===== src/sv/edist_pkg.sv =====
// ----------------------------------------------------------------------------
// Edit distance engine package
// Shared constants for the edit distance engine: action codes, the result
// width and the default string capacity.
// ----------------------------------------------------------------------------
`default_nettype none

package edist_pkg;

    // Default capacity of each string in characters.
    localparam int MAX_LEN_DEF = 64;

    // Width of the distance result port.
    localparam int DIST_W = 7;

    // Width of the action field and its codes.
    localparam int ACT_W = 2;
    localparam logic [ACT_W-1:0] ACT_APPEND_FIRST  = 2'd0;
    localparam logic [ACT_W-1:0] ACT_APPEND_SECOND = 2'd1;
    localparam logic [ACT_W-1:0] ACT_COMPUTE       = 2'd2;

    // Width of a character.
    localparam int CHAR_W = 8;

endpackage : edist_pkg

`default_nettype wire


===== src/sv/edit_distance_engine.sv =====
// ----------------------------------------------------------------------------
// Edit distance engine
// Loads two byte strings and computes their Levenshtein distance row by row
// over a single-port-pair score memory.
// ----------------------------------------------------------------------------
// How the block is used:
// An item is offered on action and char_byte with start high and is taken at
// a rising edge where busy is low. Actions 0 and 1 append char_byte to the
// first or the second string; busy stays low, so characters may be
// streamed one per cycle. Action 3 is ignored. Action 2 computes the distance
// between the kept strings, emits it on distance and truncated with done high
// for exactly one cycle, and then clears both lengths and the truncated flag.
// If either string is empty the result appears in the cycle after the item is
// taken and busy never rises. Otherwise busy is high while the sequencer
// preloads the score row and then, per row of the first string, fetches its
// character and steps one column per cycle through the score memory's
// read-modify-write path. The result is then strobed as busy falls, and the
// next item may be taken in that cycle.
// Characters beyond MAX_LEN are dropped and reported through truncated.
// The receiver cannot stall: done lasts one cycle whether or not it is used.
// Reset clears the lengths, the flag and the sequencer; the character and
// score memories hold no reset value, and only written entries are used.
// ----------------------------------------------------------------------------
`default_nettype none

module edit_distance_engine
    import edist_pkg::*;
#(
    parameter int MAX_LEN = MAX_LEN_DEF
)
(
    input  wire logic              clk,
    input  wire logic              rst_n,
    input  wire logic              start,
    input  wire logic [ACT_W-1:0]  action,
    input  wire logic [CHAR_W-1:0] char_byte,
    output logic                   busy,
    output logic                   done,
    output logic [DIST_W-1:0]      distance,
    output logic                   truncated
);

    // A length runs from 0 to MAX_LEN; a text address from 0 to MAX_LEN-1.
    localparam int LEN_W = $clog2(MAX_LEN + 1);
    localparam int IDX_W = (MAX_LEN > 1) ? $clog2(MAX_LEN) : 1;
    // Candidate sums may reach MAX_LEN + 1.
    localparam int SUM_W = LEN_W + 1;

    localparam logic [LEN_W-1:0] FULL_LEN = LEN_W'(MAX_LEN);
    localparam logic [LEN_W-1:0] ONE      = LEN_W'(1);

    // Sequencer codes.
    localparam logic [1:0] ST_IDLE = 2'd0;  // taking items
    localparam logic [1:0] ST_INIT = 2'd1;  // preload score_row[j] = j
    localparam logic [1:0] ST_ROW  = 2'd2;  // fetch the row character
    localparam logic [1:0] ST_CELL = 2'd3;  // one column per cycle

    // Memories. Entry 0 of the score row is never stored: at the start of
    // row i it always holds i - 1, which the sequencer supplies itself.
    logic [CHAR_W-1:0] first_text  [MAX_LEN];
    logic [CHAR_W-1:0] second_text [MAX_LEN];
    logic [LEN_W-1:0]  score_row   [MAX_LEN + 1];

    logic [1:0]        state_reg, state_next;
    logic [LEN_W-1:0]  first_len_reg, first_len_next;
    logic [LEN_W-1:0]  second_len_reg, second_len_next;
    logic              overflow_reg, overflow_next;
    logic [LEN_W-1:0]  row_reg, row_next;        // current row i
    logic [LEN_W-1:0]  col_reg, col_next;        // column under work j
    logic [LEN_W-1:0]  left_reg, left_next;      // score_row[j-1] of this row
    logic [LEN_W-1:0]  diag_reg, diag_next;      // score_row[j-1] of last row
    logic              done_reg, done_next;
    logic [DIST_W-1:0] dist_reg, dist_next;
    logic              trunc_reg, trunc_next;

    // Registered read data.
    logic [CHAR_W-1:0] row_char_q;
    logic [CHAR_W-1:0] col_char_q;
    logic [LEN_W-1:0]  above_q;

    // Memory ports.
    logic              first_we, second_we, score_we;
    logic [IDX_W-1:0]  first_wr_addr, second_wr_addr;
    logic [IDX_W-1:0]  first_rd_addr, second_rd_addr;
    logic [LEN_W-1:0]  score_wr_addr, score_rd_addr;
    logic [LEN_W-1:0]  score_wr_data;

    // Cell arithmetic.
    logic [SUM_W-1:0]  cand_above, cand_left, cand_diag, cand_min;
    logic [LEN_W-1:0]  cell_value;
    logic              take_item;

    assign take_item = start && (state_reg == ST_IDLE);

    always_comb
    begin
        cand_above = SUM_W'(above_q) + SUM_W'(1);
        cand_left  = SUM_W'(left_reg) + SUM_W'(1);
        cand_diag  = SUM_W'(diag_reg) + ((row_char_q == col_char_q) ? SUM_W'(0) : SUM_W'(1));
        cand_min   = cand_above;
        if (cand_left < cand_min)
        begin
            cand_min = cand_left;
        end
        if (cand_diag < cand_min)
        begin
            cand_min = cand_diag;
        end
        // A cell never exceeds MAX_LEN, so the narrow form is exact.
        cell_value = cand_min[LEN_W-1:0];
    end

    always_comb
    begin
        state_next      = state_reg;
        first_len_next  = first_len_reg;
        second_len_next = second_len_reg;
        overflow_next   = overflow_reg;
        row_next        = row_reg;
        col_next        = col_reg;
        left_next       = left_reg;
        diag_next       = diag_reg;
        done_next       = 1'b0;
        dist_next       = dist_reg;
        trunc_next      = trunc_reg;

        first_we       = 1'b0;
        second_we      = 1'b0;
        score_we       = 1'b0;
        first_wr_addr  = first_len_reg[IDX_W-1:0];
        second_wr_addr = second_len_reg[IDX_W-1:0];
        first_rd_addr  = IDX_W'(row_reg - ONE);
        second_rd_addr = IDX_W'(col_reg);
        score_wr_addr  = col_reg;
        score_wr_data  = col_reg;
        score_rd_addr  = col_reg + ONE;

        case (state_reg)
            ST_IDLE:
            begin
                if (take_item)
                begin
                    case (action)
                        ACT_APPEND_FIRST:
                        begin
                            if (first_len_reg < FULL_LEN)
                            begin
                                first_we       = 1'b1;
                                first_len_next = first_len_reg + ONE;
                            end
                            else
                            begin
                                overflow_next = 1'b1;
                            end
                        end
                        ACT_APPEND_SECOND:
                        begin
                            if (second_len_reg < FULL_LEN)
                            begin
                                second_we       = 1'b1;
                                second_len_next = second_len_reg + ONE;
                            end
                            else
                            begin
                                overflow_next = 1'b1;
                            end
                        end
                        ACT_COMPUTE:
                        begin
                            if ((first_len_reg == '0) || (second_len_reg == '0))
                            begin
                                // One side is empty: the distance is the other
                                // length, and the OR of the two gives it.
                                done_next       = 1'b1;
                                dist_next       = DIST_W'(first_len_reg | second_len_reg);
                                trunc_next      = overflow_reg;
                                first_len_next  = '0;
                                second_len_next = '0;
                                overflow_next   = 1'b0;
                            end
                            else
                            begin
                                state_next = ST_INIT;
                                row_next   = ONE;
                                col_next   = ONE;
                            end
                        end
                        default:
                        begin
                        end
                    endcase
                end
            end
            ST_INIT:
            begin
                score_we      = 1'b1;
                score_wr_addr = col_reg;
                score_wr_data = col_reg;
                if (col_reg == second_len_reg)
                begin
                    state_next = ST_ROW;
                end
                else
                begin
                    col_next = col_reg + ONE;
                end
            end
            ST_ROW:
            begin
                // Fetch the row character and the first column's operands.
                first_rd_addr  = IDX_W'(row_reg - ONE);
                second_rd_addr = '0;
                score_rd_addr  = ONE;
                col_next       = ONE;
                left_next      = row_reg;
                diag_next      = row_reg - ONE;
                state_next     = ST_CELL;
            end
            ST_CELL:
            begin
                score_we       = 1'b1;
                score_wr_addr  = col_reg;
                score_wr_data  = cell_value;
                // Prefetch the next column while this one is written back.
                score_rd_addr  = col_reg + ONE;
                second_rd_addr = IDX_W'(col_reg);
                left_next      = cell_value;
                diag_next      = above_q;
                if (col_reg == second_len_reg)
                begin
                    if (row_reg == first_len_reg)
                    begin
                        state_next      = ST_IDLE;
                        done_next       = 1'b1;
                        dist_next       = DIST_W'(cell_value);
                        trunc_next      = overflow_reg;
                        first_len_next  = '0;
                        second_len_next = '0;
                        overflow_next   = 1'b0;
                    end
                    else
                    begin
                        row_next   = row_reg + ONE;
                        state_next = ST_ROW;
                    end
                end
                else
                begin
                    col_next = col_reg + ONE;
                end
            end
            default:
            begin
                state_next = ST_IDLE;
            end
        endcase
    end

    always_ff @(posedge clk or negedge rst_n)
    begin
        if (!rst_n)
        begin
            state_reg      <= ST_IDLE;
            first_len_reg  <= '0;
            second_len_reg <= '0;
            overflow_reg   <= 1'b0;
            done_reg       <= 1'b0;
        end
        else
        begin
            state_reg      <= state_next;
            first_len_reg  <= first_len_next;
            second_len_reg <= second_len_next;
            overflow_reg   <= overflow_next;
            done_reg       <= done_next;
        end
    end

    always_ff @(posedge clk)
    begin
        row_reg   <= row_next;
        col_reg   <= col_next;
        left_reg  <= left_next;
        diag_reg  <= diag_next;
        dist_reg  <= dist_next;
        trunc_reg <= trunc_next;
    end

    // First string memory.
    always_ff @(posedge clk)
    begin
        if (first_we)
        begin
            first_text[first_wr_addr] <= char_byte;
        end
        row_char_q <= first_text[first_rd_addr];
    end

    // Second string memory.
    always_ff @(posedge clk)
    begin
        if (second_we)
        begin
            second_text[second_wr_addr] <= char_byte;
        end
        col_char_q <= second_text[second_rd_addr];
    end

    // Score row memory. Within a row the write and the prefetch always hit
    // different columns, and the row fetch state separates successive rows.
    always_ff @(posedge clk)
    begin
        if (score_we)
        begin
            score_row[score_wr_addr] <= score_wr_data;
        end
        above_q <= score_row[score_rd_addr];
    end

    assign busy      = (state_reg != ST_IDLE);
    assign done      = done_reg;
    assign distance  = dist_reg;
    assign truncated = trunc_reg;

endmodule : edit_distance_engine

`default_nettype wire

===== config.mk =====
export PLATFORM = sky130hd
export DESIGN_NAME = edit_distance_engine
export DESIGN_NICKNAME = d
export VERILOG_FILES = /design/src/sv/edist_pkg.sv /design/src/sv/edit_distance_engine.sv
export SDC_FILE = /design/constraint.sdc
export NUM_CORES = 2
export LEC_CHECK = 0
export ABC_AREA = 1
export ABC_CLOCK_PERIOD_IN_PS = 7160
export BUFFER_PORTS_ARGS = -buffer_cell sky130_fd_sc_hd__buf_4
export CELL_PAD_IN_SITES_DETAIL_PLACEMENT = 0
export CELL_PAD_IN_SITES_GLOBAL_PLACEMENT = 1
export CORE_ASPECT_RATIO = 0.6
export CORE_MARGIN = 3
export CORE_UTILIZATION = 30
export CTS_BUF_LIST = sky130_fd_sc_hd__clkbuf_4
export DETAILED_ROUTE_END_ITERATION = 10
export GPL_TIMING_DRIVEN = 0
export PLACE_DENSITY = 0.49
export REMOVE_ABC_BUFFERS = 1
export SKIP_CTS_REPAIR_TIMING = 1
export SLEW_MARGIN = 20
export SYNTH_ARGS = -nofsm -noshare
export SYNTH_HDL_FRONTEND = slang
export SYNTH_SLANG_ARGS = --single-unit
export TNS_END_PERCENT = 10

===== constraint.sdc =====
create_clock -name clk -period 7.16 [get_ports clk]
set_input_delay 1.074 -clock clk [delete_from_list [all_inputs] [get_ports clk]]
set_output_delay 1.074 -clock clk [all_outputs]
set_load 0.01 [all_outputs]

==> flow_summary_export.csv <==
group,metric,value,unit
setup_path,cp_max_fo,102,
power,power.density_cell_area,441,nW/µm²
worst_hold_path,hp-class,"in -> reg",
final_layout,most_frequent_standard_cell_in_the_layout_excluding_fill_and_tap_cells,"edfxtp_1",
final_layout,area_delta_synth_final,14.7,%
synth,total_of_warnings_raised_by_yosys,0,
grt,first_global_vias,39365,
setup_path,rr_worst_depth,15,
floorplan,placeableCoreArea,210000,µm²
synth,synth.lib_cells_used.distinct,53,
synth,synth_top_cells_by_area,"edfxtp_1 71%, nor2_1 5.9%, o211ai_1 3.7%",
setup_path,crit_end_category,"flop",
placed_design,place_hpwl,119,mm
floorplan,floorplan.io_pins,23,
synth,synth_seq_cells,1556,
final_layout,layout.cells.most_common_list,"1515 x edfxtp_1, 986 x nor2_1, 565 x clkbuf_4",
synth,synth.cell_area,63800,µm²
worst_hold_path,hold_end,"done",
sta,post-route-period-util,91.6,%
setup_path,timing.reg2reg.setup_slack,0.60,ns
final_layout,area_of_the_multi_input_gates,15900,µm²
grt,pin_count_of_the_biggest_net_entering_global_routing,114,
power,p_leak,23.6,nW
synth,area_share_of_the_largest_cell_type_after_synthesis,71.3,%
final_layout,final_nets,4994,
sta,worst_clock_skew,0.117,ns
detailed_routing,drt.antenna.violating_nets,0,
synth,synth-edff-count,1515,
detailed_routing,drt-total-wl,193,mm
run,max-cap-violations,0,
clock_tree,buffers_from_clock_root_to_sink_at_most,4,
worst_hold_path,worstHoldPathCells,3,
sta,grt_setup_unrepaired,"false",
sta,worst_pin_slew,1.27,ns
sta,max_slew_margin,14.2,%
sta,fin_hold_ws,0.310,ns
final_layout,post_route_cells_drive_above_1_share,18.0,%
placed_design,dp_slack,0.760,ns
floorplan,die_width,601,µm
detailed_routing,vias,40286,
grt,grt_pass1_wl,280,mm
clock_tree,clkSlewWorstSetupHoldPaths,0.06,ns
final_layout,sequential_cell_area,46400,µm²
floorplan,start_util,30.3,%
clock_tree,clockRootBuffer,"clkbuf_4",
placed_design,finalWeightedCongestion,0.786,
clock_tree,insertion_delay_to_the_later_sink_of_the_worst_skew_pair,1.20,ns
grt,number_of_antenna_violations_at_the_first_check_in_global_routing,12,
synth,yosysTopAreaCell,"edfxtp_1",
setup_path,critPathArrivalTime,7.49,ns
final_layout,reg_top3,"first_text (512), second_text (512), score_row (455)",
worst_hold_path,worstHoldStart,"start",
sta,fmax,0.152,GHz
run_status,result_of_the_run,"finished, final reports clean",
setup_path,critical_path.startpoint,"state_reg[0]",
sta,timing.final.max_slew_violations,0,
grt,groute.usage.overall,17.3,%
setup_path,r2r_start,"state_reg[0]",
synth,share_of_synthesized_area_occupied_by_flip_flops_and_latches,72.7,%
detailed_routing,firstDrtPassIters,7,
detailed_routing,vias_per_cell,5.00,
setup_path,critPathKind,"reg -> reg",
synth,postSynth.topFlopCell,"edfxtp_1",
synth,synth_cells,4769,
clock_tree,cts_made_buffers,388,
detailed_routing,drcViolationCount,0,
clock_tree,tritoncts,"yes",
sta,fin_ws,0.601,ns
placed_design,io_buffer_count,22,
setup_path,regToRegEndpoint,"above_q[3]",
floorplan,floorplan.rows,130,
final_layout,fill_cells,20520,
floorplan,die_area,218000,µm²
clock_tree,numClockSinks,1556,
grt,grt_remaining_overflow,0,
detailed_routing,drt_first_iter_violations,3467,
synth,post_synth.cell_area_avg,13.4,µm²
sta,report.final.setup_viol,0,
setup_path,worstPathRequired,8.10,ns
setup_path,worstSetupStartpointType,"flop",
detailed_routing,route.detailed.wl_per_inst,24.0,µm
clock_tree,ctsHtreeMaxLevel,5,
sta,final_critical_path_required_period,6.56,ns
floorplan,die_height,363,µm
synth,synth-async-reset-ratio,1.16,%
power,ir_drop,351,µV
sta,final-hold-violation-count,0,
layer usage:
layer	vias up	global-route usage, %	share of wire, %
met1	20259	28.2	53
met2	1103	22.4	38
li1	18645	-	-
met3	275	4.24	6.6
met4	4	3.93	1.7
met5	-	0	0.010
kinds of logic (layout without fill, tap and decap cells):
logic type,count (synthesis),count (layout),share of synthesized area [%]
AOI/OAI and AO/OA,1032,1032,11.3
DFF,1556,1556,72.7
other,0,5,0
muxes,85,85,1.33
adders and majority gates,31,31,0.608
xor gates and xnor gates,35,35,0.480
and+or+nand+nor,1606,1606,10.8
buffers and inverters,424,867,2.70
synthesized netlist by cell type, drive strengths merged, types with 88 or more instances:
cell type,number
nand3,209
o211ai,317
nand2,175
clkbuf,236
edfxtp,1515
nor2,1000
o21ai,302
inv,101
or2,179
o311ai,94
o221ai,104
o31ai,88
power breakdown:
part           total (W)  internal, W  switching, W  leakage, nW
logic             0.0133      0.00399       0.00933         6.64
clock network    0.00758      0.00387       0.00370         2.85
registers         0.0114       0.0110      0.000358         14.1
total             0.0323       0.0189        0.0134         23.6
worst max-delay path by stage:
stage	endpoint	slack, ns
2_1_floorplan	row_char_q[0]	-6.38
6_report	above_q[3]	0.60
3_5_place_dp	above_q[3]	0.76
3_3_place_gp	above_q[3]	-23.99
5_1_grt	above_q[5]	0.30
4_1_cts	above_q[3]	0.67
final cells by class:
| class | count | share of cell area [%] |
|---|---|---|
| clock buffer | 565 | 5.80 |
| sequential | 1556 | 63.4 |
| timing repair buffer | 109 | 2.86 |
| multi-input combinational | 2789 | 21.7 |
| clock inverter | 87 | 0.769 |
| inverter | 106 | 0.585 |
| tap | 2838 | 4.85 |
| antenna | 5 | 0.0171 |
critical path, stage by stage, from the launching register on:
cell and delay (ns):
dfrtp_1 0.42, inv_1 0.12, ha_1 0.90, inv_2 0.24, nand2_8 0.54, buf_16 0.36
buf_16 0.37, inv_8 0.24, buf_16 0.33, buf_16 0.30, o211ai_1 0.34, o31ai_1 0.23
o211ai_1 0.27, o21ai_0 0.13, o211ai_1 0.69, a31oi_1 0.34
metrics by stage:
stage	std cells	TNS [ns]	util, %	area, µm²	power [W]
finish	8055	0	34.8	73200	0.0323
global route	8051	0	34.8	73200	0.0343
CTS	8049	0	34.8	73200	0.0327
detailed placement	7397	0	32.5	68400	0.0250
global placement	7311	-1124.93	31.5	66200	0.0234
floorplan	4451	-224.62	-	62500	0.0191
Power figures use the tool's default switching activity.
